**src/rtl/dilp_pkg.sv**
```systemverilog
// ----------------------------------------------------------------------------
// dilp_pkg
// Types and constants of the decimal integer list parser.
// ----------------------------------------------------------------------------
`default_nettype none

package dilp_pkg;

  localparam int CharW  = 8;
  localparam int MagW   = 63;
  localparam int ValueW = 64;
  localparam int CountW = 16;
  localparam int AddrW  = 3;
  localparam int DataW  = 32;

  localparam logic [CharW-1:0]  CHAR_TERM  = 8'h00;
  localparam logic [CharW-1:0]  CHAR_ZERO  = 8'h30;
  localparam logic [CharW-1:0]  CHAR_NINE  = 8'h39;
  localparam logic [CharW-1:0]  CHAR_MINUS = 8'h2D;

  localparam logic [MagW-1:0]   MAG_MAX    = {MagW{1'b1}};
  localparam logic [CountW-1:0] MAX_VALUES_RESET = 16'd16;

  localparam logic [AddrW-1:0]  ADDR_MAX_VALUES = 3'd0;

  typedef enum logic [1:0] {
    CLS_TERM  = 2'd0,
    CLS_DIGIT = 2'd1,
    CLS_MINUS = 2'd2,
    CLS_SEP   = 2'd3
  } char_cls_t;

  typedef struct packed {
    char_cls_t   cls;
    logic [3:0]  digit;
  } entry_t;

  typedef struct packed {
    logic                     value_valid;
    logic signed [ValueW-1:0] parsed_value;
    logic [CountW-1:0]        value_index;
    logic                     overflow;
    logic                     done_res;
    logic [CountW-1:0]        total_count;
  } result_t;

  function automatic entry_t classify(input logic [CharW-1:0] ch);
    entry_t e;
    e.digit = ch[3:0];
    priority if (ch == CHAR_TERM) begin
      e.cls = CLS_TERM;
    end else if (ch >= CHAR_ZERO && ch <= CHAR_NINE) begin
      e.cls = CLS_DIGIT;
    end else if (ch == CHAR_MINUS) begin
      e.cls = CLS_MINUS;
    end else begin
      e.cls = CLS_SEP;
    end
    return e;
  endfunction

endpackage

`default_nettype wire

```
**src/rtl/dilp_front.sv**
```systemverilog
// ----------------------------------------------------------------------------
// dilp_front
// Accepts characters, classifies them and queues one word per character.
// ----------------------------------------------------------------------------
`default_nettype none

module dilp_front #(
  parameter int QUEUE_DEPTH = 2
) (
  input  wire logic                         clk,
  input  wire logic                         rst_n,
  input  wire logic                         in_valid,
  input  wire logic [dilp_pkg::CharW-1:0]   in_char_code,
  output logic                              in_stall,
  output dilp_pkg::entry_t                  q_word,
  output logic                              q_valid,
  input  wire logic                         q_pop
);

  localparam int PtrW = (QUEUE_DEPTH > 2) ? $clog2(QUEUE_DEPTH) : 1;
  localparam int CntW = $clog2(QUEUE_DEPTH + 1);
  localparam logic [PtrW-1:0] PtrLast = PtrW'(QUEUE_DEPTH - 1);
  localparam logic [CntW-1:0] CntFull = CntW'(QUEUE_DEPTH);

  dilp_pkg::entry_t q_mem [QUEUE_DEPTH];

  logic [PtrW-1:0] wr_ptr_r, wr_ptr_nxt;
  logic [PtrW-1:0] rd_ptr_r, rd_ptr_nxt;
  logic [CntW-1:0] cnt_r, cnt_nxt;
  logic            push;

  assign in_stall = (cnt_r == CntFull);
  assign push     = in_valid && !in_stall;
  assign q_valid  = (cnt_r != '0);
  assign q_word   = q_mem[rd_ptr_r];

  always_comb begin
    wr_ptr_nxt = wr_ptr_r;
    rd_ptr_nxt = rd_ptr_r;
    cnt_nxt    = cnt_r;
    if (push) begin
      wr_ptr_nxt = (wr_ptr_r == PtrLast) ? '0 : wr_ptr_r + 1'b1;
    end
    if (q_pop) begin
      rd_ptr_nxt = (rd_ptr_r == PtrLast) ? '0 : rd_ptr_r + 1'b1;
    end
    if (push && !q_pop) begin
      cnt_nxt = cnt_r + 1'b1;
    end else if (!push && q_pop) begin
      cnt_nxt = cnt_r - 1'b1;
    end
  end

  always_ff @(posedge clk) begin
    if (!rst_n) begin
      wr_ptr_r <= '0;
      rd_ptr_r <= '0;
      cnt_r    <= '0;
    end else begin
      wr_ptr_r <= wr_ptr_nxt;
      rd_ptr_r <= rd_ptr_nxt;
      cnt_r    <= cnt_nxt;
    end
  end

  always_ff @(posedge clk) begin
    if (push) begin
      q_mem[wr_ptr_r] <= dilp_pkg::classify(in_char_code);
    end
  end

endmodule

`default_nettype wire

```
**src/rtl/dilp_back.sv**
```systemverilog
// ----------------------------------------------------------------------------
// dilp_back
// Number accumulator, list bookkeeping and result register.
// ----------------------------------------------------------------------------
`default_nettype none

module dilp_back (
  input  wire logic                          clk,
  input  wire logic                          rst_n,
  input  wire dilp_pkg::entry_t              q_word,
  input  wire logic                          q_valid,
  output logic                               q_pop,
  input  wire logic [dilp_pkg::CountW-1:0]   max_values,
  output logic                               out_valid,
  input  wire logic                          out_stall,
  output dilp_pkg::result_t                  res
);

  localparam int MagW = dilp_pkg::MagW;
  localparam int AccW = MagW + 4;

  logic                         in_number_r, in_number_nxt;
  logic                         neg_r, neg_nxt;
  logic [MagW-1:0]              mag_r, mag_nxt;
  logic                         sat_r, sat_nxt;
  logic [dilp_pkg::CountW-1:0]  found_r, found_nxt;
  logic                         out_valid_r, out_valid_nxt;
  dilp_pkg::result_t            res_r, res_nxt;

  logic                         full;
  logic                         emit;
  logic                         flush;
  logic [AccW-1:0]              acc;
  logic                         acc_ovf;
  logic signed [dilp_pkg::ValueW-1:0] signed_val;

  assign q_pop     = q_valid && (!out_valid_r || !out_stall);
  assign out_valid = out_valid_r;
  assign res       = res_r;

  assign full    = (found_r >= max_values);
  assign flush   = in_number_r && !full;
  assign acc     = ({4'b0, mag_r} << 3) + ({4'b0, mag_r} << 1) + AccW'(q_word.digit);
  assign acc_ovf = |acc[AccW-1:MagW];
  assign signed_val = neg_r ? -$signed({1'b0, mag_r}) : $signed({1'b0, mag_r});

  always_comb begin
    in_number_nxt = in_number_r;
    neg_nxt       = neg_r;
    mag_nxt       = mag_r;
    sat_nxt       = sat_r;
    found_nxt     = found_r;
    emit          = 1'b0;
    res_nxt       = res_r;

    if (q_pop) begin
      if (q_word.cls == dilp_pkg::CLS_TERM) begin
        emit                 = 1'b1;
        res_nxt.value_valid  = flush;
        res_nxt.parsed_value = flush ? signed_val : '0;
        res_nxt.value_index  = flush ? found_r : '0;
        res_nxt.overflow     = flush && sat_r;
        res_nxt.done_res     = 1'b1;
        res_nxt.total_count  = found_r + dilp_pkg::CountW'(flush);
        in_number_nxt        = 1'b0;
        neg_nxt              = 1'b0;
        mag_nxt              = '0;
        sat_nxt              = 1'b0;
        found_nxt            = '0;
      end else if (!full) begin
        if (in_number_r) begin
          if (q_word.cls == dilp_pkg::CLS_DIGIT) begin
            if (sat_r || acc_ovf) begin
              mag_nxt = dilp_pkg::MAG_MAX;
              sat_nxt = 1'b1;
            end else begin
              mag_nxt = acc[MagW-1:0];
            end
          end else begin
            emit                 = 1'b1;
            res_nxt.value_valid  = 1'b1;
            res_nxt.parsed_value = signed_val;
            res_nxt.value_index  = found_r;
            res_nxt.overflow     = sat_r;
            res_nxt.done_res     = 1'b0;
            res_nxt.total_count  = '0;
            found_nxt            = found_r + 1'b1;
            in_number_nxt        = 1'b0;
            neg_nxt              = 1'b0;
            mag_nxt              = '0;
            sat_nxt              = 1'b0;
          end
        end else if (q_word.cls == dilp_pkg::CLS_MINUS) begin
          in_number_nxt = 1'b1;
          neg_nxt       = 1'b1;
          mag_nxt       = '0;
          sat_nxt       = 1'b0;
        end else if (q_word.cls == dilp_pkg::CLS_DIGIT) begin
          in_number_nxt = 1'b1;
          neg_nxt       = 1'b0;
          mag_nxt       = MagW'(q_word.digit);
          sat_nxt       = 1'b0;
        end
      end
    end

    if (emit) begin
      out_valid_nxt = 1'b1;
    end else if (!out_stall) begin
      out_valid_nxt = 1'b0;
    end else begin
      out_valid_nxt = out_valid_r;
    end
  end

  always_ff @(posedge clk) begin
    if (!rst_n) begin
      in_number_r <= 1'b0;
      neg_r       <= 1'b0;
      mag_r       <= '0;
      sat_r       <= 1'b0;
      found_r     <= '0;
      out_valid_r <= 1'b0;
    end else begin
      in_number_r <= in_number_nxt;
      neg_r       <= neg_nxt;
      mag_r       <= mag_nxt;
      sat_r       <= sat_nxt;
      found_r     <= found_nxt;
      out_valid_r <= out_valid_nxt;
    end
  end

  always_ff @(posedge clk) begin
    if (emit) begin
      res_r <= res_nxt;
    end
  end

endmodule

`default_nettype wire

```
**src/rtl/decimal_integer_list_parser_core.sv**
```systemverilog
// ----------------------------------------------------------------------------
// decimal_integer_list_parser_core
// ASCII signed decimal integer list parser with a configuration register.
// ----------------------------------------------------------------------------
//  channel  | handshake            | payload
//  ---------+----------------------+------------------------------------------
//  in       | in_valid / in_stall  | in_char_code
//  out      | out_valid / out_stall| out_value_valid .. out_total_count
//  cfg      | psel/penable/pwrite  | paddr, pwdata, prdata (max_values @ 0x0)
//
//  One character per cycle while in_stall is low; a word is written into the
//  front queue when accepted and popped unless a valid output is stalled.
//  The multiply-by-ten add of the 63-bit magnitude sets the back stage path.
//  Reset is synchronous, active low; max_values returns to 16.
//  The front queue absorbs a stalled output; in_stall rises when it is full.
// ----------------------------------------------------------------------------
`default_nettype none

module decimal_integer_list_parser_core #(
  parameter int QUEUE_DEPTH = 2
) (
  input  wire logic                                clk,
  input  wire logic                                rst_n,
  input  wire logic                                in_valid,
  output logic                                     in_stall,
  input  wire logic [dilp_pkg::CharW-1:0]          in_char_code,
  output logic                                     out_valid,
  input  wire logic                                out_stall,
  output logic                                     out_value_valid,
  output logic signed [dilp_pkg::ValueW-1:0]       out_parsed_value,
  output logic [dilp_pkg::CountW-1:0]              out_value_index,
  output logic                                     out_overflow,
  output logic                                     out_done_res,
  output logic [dilp_pkg::CountW-1:0]              out_total_count,
  input  wire logic                                psel,
  input  wire logic                                penable,
  input  wire logic                                pwrite,
  input  wire logic [dilp_pkg::AddrW-1:0]          paddr,
  input  wire logic [dilp_pkg::DataW-1:0]          pwdata,
  output logic [dilp_pkg::DataW-1:0]               prdata,
  output logic                                     pready
);

  logic [dilp_pkg::CountW-1:0] max_values_r;
  dilp_pkg::entry_t            q_word;
  logic                        q_valid;
  logic                        q_pop;
  dilp_pkg::result_t           res;

  assign pready = 1'b1;
  assign prdata = (paddr == dilp_pkg::ADDR_MAX_VALUES)
                ? dilp_pkg::DataW'(max_values_r) : '0;

  always_ff @(posedge clk) begin
    if (!rst_n) begin
      max_values_r <= dilp_pkg::MAX_VALUES_RESET;
    end else if (psel && penable && pwrite && pready &&
                 paddr == dilp_pkg::ADDR_MAX_VALUES) begin
      max_values_r <= pwdata[dilp_pkg::CountW-1:0];
    end
  end

  dilp_front #(
    .QUEUE_DEPTH(QUEUE_DEPTH)
  ) u_front (
    .clk          (clk),
    .rst_n        (rst_n),
    .in_valid     (in_valid),
    .in_char_code (in_char_code),
    .in_stall     (in_stall),
    .q_word       (q_word),
    .q_valid      (q_valid),
    .q_pop        (q_pop)
  );

  dilp_back u_back (
    .clk        (clk),
    .rst_n      (rst_n),
    .q_word     (q_word),
    .q_valid    (q_valid),
    .q_pop      (q_pop),
    .max_values (max_values_r),
    .out_valid  (out_valid),
    .out_stall  (out_stall),
    .res        (res)
  );

  assign out_value_valid  = res.value_valid;
  assign out_parsed_value = res.parsed_value;
  assign out_value_index  = res.value_index;
  assign out_overflow     = res.overflow;
  assign out_done_res     = res.done_res;
  assign out_total_count  = res.total_count;

endmodule

`default_nettype wire

```
**config.mk**
```make
export PLATFORM = sky130hd
export DESIGN_NAME = decimal_integer_list_parser_core
export DESIGN_NICKNAME = d
export VERILOG_FILES = /design/src/rtl/dilp_pkg.sv /design/src/rtl/dilp_front.sv /design/src/rtl/dilp_back.sv /design/src/rtl/decimal_integer_list_parser_core.sv
export SDC_FILE = /design/constraint.sdc
export NUM_CORES = 1
export LEC_CHECK = 0
export BUFFER_PORTS_ARGS = -buffer_cell sky130_fd_sc_hd__buf_2
export CORE_ASPECT_RATIO = 2
export CORE_MARGIN = 1
export CORE_UTILIZATION = 25
export DETAILED_ROUTE_END_ITERATION = 6
export SETUP_SLACK_MARGIN = 0.15
export SLEW_MARGIN = 30
export SYNTH_ARGS = -nofsm -noshare
export SYNTH_HDL_FRONTEND = slang
export SYNTH_SLANG_ARGS = --single-unit
export TNS_END_PERCENT = 5
```
**constraint.sdc**
```tcl
create_clock -name clk -period 24.5 [get_ports clk]
set_input_delay 1.225 -clock clk [delete_from_list [all_inputs] [get_ports clk]]
set_output_delay 1.225 -clock clk [all_outputs]
set_load 0.01 [all_outputs]
```
==> flow_summary.rst <==
.. list-table::
   :header-rows: 1

   * - Metric
     - Value
   * - Setup violation total in the final timing report
     - 0
   * - Switching share of total power
     - 0.281
   * - Synthesized instance count
     - 1,741
   * - Dominant combinational cell family by area after synthesis
     - compound AO/OA/AOI/OAI gates
   * - Area leader, netlist
     - sky130_fd_sc_hd__edfxtp_1
   * - Total GRT Usage
     - 0.154
   * - Bufs on Longest Clock Path
     - 3
   * - Insertion delay of the later-clocked pin in the worst-skew pair
     - 0.55 ns
   * - Net Switching
     - 0.242 mW
   * - Die span in x
     - 176 um
   * - Crit path buf inv count
     - 2
   * - GR met1 Demand/Resource
     - 0.150
   * - # IOs
     - 184
   * - Post-synth top area share
     - 0.219
   * - Worst hold margin
     - 0.473 ns
   * - Proportion of synthesized chip area in sequential cells
     - 0.356
   * - Setup repair after global routing missed its margin
     - no
   * - Worst-case register-to-register setup slack
     - 18.72 ns
   * - Highest-utilization routing layer at the global route stage
     - met2
   * - Fin. max-slew vios
     - 0
   * - Non-filler cells in the finished layout
     - 2,615
   * - Post-layout nets
     - 2,027
   * - Number of H-tree branching levels
     - 1
   * - Final HPWL from detailed placement
     - 38.0 mm
   * - Placeable Area
     - 60,100 um^2
   * - Routed wire length
     - 48.2 mm
   * - Starting density of the core
     - 0.253
   * - Die Y-Extent
     - 351 um
   * - Post-synthesis async set-or-reset flop share
     - 0
   * - Pin count of the biggest net entering global routing
     - 67
   * - Placed Instance Area
     - 16,600 um^2
   * - Fraction of the mapped netlist area in adder cells
     - 0.126
   * - Worst relative slew slack
     - 0.389
   * - Wire length of the first global-routing pass
     - 74.1 mm
   * - Worst ir drop on vdd
     - 0.0393 mV
   * - Die area
     - 61,900 um^2
   * - Final core area utilization
     - 0.290
   * - Most frequent cell after synthesis
     - sky130_fd_sc_hd__nor2_1
   * - Placed cell count
     - 2,573
   * - Max incr delay on CP
     - 0.68 ns
   * - Complex-gate fraction of the synthesized area
     - 0.204
   * - Post-route fraction of the period consumed by the critical path
     - 0.236
   * - Highest-delay cell along the critical path
     - sky130_fd_sc_hd__a211oi_4
   * - Post-synthesis xor/xnor area fraction
     - 0.0765
   * - Post-synthesis mux area share
     - 0.00625
   * - Number of cell instances on the worst register-to-register path
     - 14
   * - Yosys warns
     - 0
   * - Clock root buffer master
     - sky130_fd_sc_hd__clkbuf_16
   * - Final min period
     - 5.78 ns
   * - Mapped cell area
     - 15,200 um^2
   * - Result of the run
     - complete, no violations
   * - Synth Area in Simple Gates
     - 0.185
   * - Detailed-route via count
     - 13,500
   * - Clock-pin slew of the registers on the worst-case setup and hold paths
     - 0.06 ns
   * - Number of instances resized during post-cts repair
     - 0
   * - Worst-path cell chain
     - mux2_2 > fa_1 > ha_1 > a211oi_1 > o21a_1 > or4_1 > a31oi_1 > o21ai_1 > buf_4 > o311ai_1 > nand3_1 > a211oi_4 > buf_4 > o21ai_1
   * - TritonCTS Buffers
     - 23
   * - Total inserted antenna cells
     - 0
   * - Critical path data arrival time
     - 6.18 ns
   * - Cts-stage hold buffer count
     - 0
   * - Leakage
     - 7.31 nW
   * - Critical path's top delay family
     - compound AO/OA/AOI/OAI gates
   * - Post-route cell area
     - 17,400 um^2
   * - Kind of launch point of the worst setup path
     - flip-flop
   * - Via count of the first global-routing pass
     - 13,500
   * - Count of distinct cell types in the synthesized netlist
     - 68
   * - Layout cell share with drive strength beyond 1
     - 0.124
   * - Hold Path End
     - max_values_r[15]
   * - TritonCTS clock tree
     - built
   * - Synthesized flop and latch total
     - 215
   * - Number of iterations in the first detailed-routing pass
     - 5
   * - Number of instances on the worst hold path
     - 2
   * - Top cells by area in the synthesized netlist
     - sky130_fd_sc_hd__edfxtp_1 (22%), sky130_fd_sc_hd__dfxtp_1 (14%), sky130_fd_sc_hd__ha_1 (12%), sky130_fd_sc_hd__xor2_1 (4.5%), sky130_fd_sc_hd__nor2_1 (4.0%)
   * - Worst Path Class, Setup
     - flip-flop to flip-flop
   * - Setup total negative slack
     - 0 ns
   * - PwrDens
     - 49.5 nW/um^2
   * - GRT met2 Usage
     - 0.307
   * - Biggest fanout along the worst timing path
     - 40
   * - Final weighted congestion of routability-driven global placement
     - 0.935
   * - Share of power burned in combinational logic
     - 0.134
   * - Clock tree skew after final layout
     - 0.0288 ns
   * - Number of antenna violations at the first check in global routing
     - 0
   * - Number of nets still failing antenna checks after routing
     - 0
   * - Share of power burned in the clock network
     - 0.410
   * - Syn Area/Cell
     - 8.74 um^2
   * - Worst R2R End
     - u_back.mag_r[7]
   * - Wire per inst
     - 18.4 um
   * - Post-synth EDFFs
     - 111
   * - Final hold violation count
     - 0
   * - Power share of the sequential group
     - 0.456
   * - Iteration-0 DRC count of the detailed router
     - 591
   * - Required time reported for the critical path endpoint
     - 24.90 ns
   * - Rows
     - 127
   * - Launch point of the worst hold path
     - max_values_r[15]
   * - Internal portion of total power
     - 0.620 mW
   * - Number of violations of the max-capacitance limit
     - 0
   * - Vias/cell
     - 5.15
   * - GRT overflow
     - 0
   * - Met3 demand-to-capacity share in global routing
     - 0.0165
   * - Synth top cells by count
     - sky130_fd_sc_hd__nor2_1 (164), sky130_fd_sc_hd__ha_1 (150), sky130_fd_sc_hd__nand2_1 (143)
   * - Maximum clock rate
     - 173 MHz
   * - Path category of the worst min-delay check
     - flip-flop to flip-flop
   * - Number of port buffers
     - 150
   * - Post-CTS setup-driven buffer insertion count
     - 0
   * - CP endpoint kind
     - flip-flop
   * - Worst slew pin tran
     - 0.916 ns
   * - Top flip-flop cell by instance count after synthesis
     - sky130_fd_sc_hd__edfxtp_1
   * - Number of sinks handled by clock tree synthesis
     - 215
   * - Detailed-route DRC error count
     - 0
   * - Area growth, synth to finish
     - 14.4%
metrics by stage:
| step | power [mW] | worst slack, ns |
|---|---|---|
| after floorplan | 0.478 | 14.83 |
| after global placement | 0.512 | 18.48 |
| after detailed placement | 0.515 | 18.77 |
| after CTS | 0.871 | 18.76 |
| after global routing | 0.895 | 18.45 |
| final | 0.862 | 18.72 |
per-layer routing:
layer | vias up | routed length (um)
met3 | 122 | 1980
met4 | 0 | 2530
met1 | 6384 | 17300
met5 | - | 0
met2 | 428 | 26400
li1 | 6540 | -
cell type report:
class / instances / area, um^2
well taps: 774 / 968
clock buffers: 27 / 643
flip-flops and latches: 215 / 5420
repair buffers: 165 / 871
multi-input cells: 1374 / 9220
fillers: 6353 / 42700
inverters: 46 / 173
clock inverters: 14 / 115
flip-flops by register name, summed over array words and instances, names as in the netlist, named ones only:
register,flops
u_front.rd_ptr_r,1
u_front.cnt_r,2
u_back.found_r,16
u_back.neg_r,1
max_values_r,16
u_back.out_valid,1
u_front.wr_ptr_r,1
u_back.mag_r,63
u_back.sat_r,1
u_front.q_mem,12
u_back.in_number_r,1
u_back.res,99
kinds of logic after synthesis:
family,Yosys count
AOI/OAI and AO/OA,488
xor gates and xnor gates,133
adders and majority gates,152
buffers and inverters,167
DFF,215
muxes,9
other,2
and+or+nand+nor,575
how the worst max path moves through the flow:
stage | end | slack, ns | cells past startpoint
final | u_back.mag_r[7] | 18.72 | 14
after global routing | u_back.mag_r[53] | 18.45 | 14
after CTS | u_back.mag_r[53] | 18.76 | 14
after detailed placement | u_back.mag_r[7] | 18.77 | 14
after global placement | u_back.mag_r[53] | 18.48 | 14
after floorplan | u_back.res[0] | 14.83 | 9
worst min-delay path, delay by kind of cell, from the launching register on:
family | cells | cell delay, ns
flip-flops | 1 | 0.32
AND/OR/NAND/NOR | 1 | 0.05
AO/OA/AOI/OAI | 1 | 0.05
cells in the final DEF, fill, tap and decap left out, types with 17 or more instances in the layout:
cell type,count
sky130_fd_sc_hd__inv_1,46
sky130_fd_sc_hd__o21ai_0,76
sky130_fd_sc_hd__a21oi_1,117
sky130_fd_sc_hd__a21o_1,21
sky130_fd_sc_hd__clkbuf_16,25
sky130_fd_sc_hd__nand4_1,43
sky130_fd_sc_hd__nor4_1,18
sky130_fd_sc_hd__or3_1,21
sky130_fd_sc_hd__nand3_1,32
sky130_fd_sc_hd__xnor2_1,54
sky130_fd_sc_hd__and2_1,53
sky130_fd_sc_hd__ha_1,150
sky130_fd_sc_hd__o21ai_1,62
sky130_fd_sc_hd__a22oi_1,46
sky130_fd_sc_hd__o21bai_1,17
sky130_fd_sc_hd__o21a_1,19
sky130_fd_sc_hd__a211oi_1,18
sky130_fd_sc_hd__nor2_1,164
sky130_fd_sc_hd__nand2_1,143
sky130_fd_sc_hd__o31ai_1,26
sky130_fd_sc_hd__dfxtp_1,103
sky130_fd_sc_hd__nor3_1,30
sky130_fd_sc_hd__xor2_1,79
sky130_fd_sc_hd__edfxtp_1,111
sky130_fd_sc_hd__conb_1,17
sky130_fd_sc_hd__buf_2,150
power groups by stage:
stage / Combinational (mW) / Clock (mW) / Sequential (mW)
2_1_floorplan: 0.0818 / 0 / 0.397
3_3_place_gp: 0.112 / 0 / 0.400
3_5_place_dp: 0.115 / 0 / 0.400
4_1_cts: 0.116 / 0.363 / 0.393
5_1_grt: 0.127 / 0.374 / 0.394
6_report: 0.116 / 0.354 / 0.393
No activity file was read; power rests on OpenSTA's default activity.
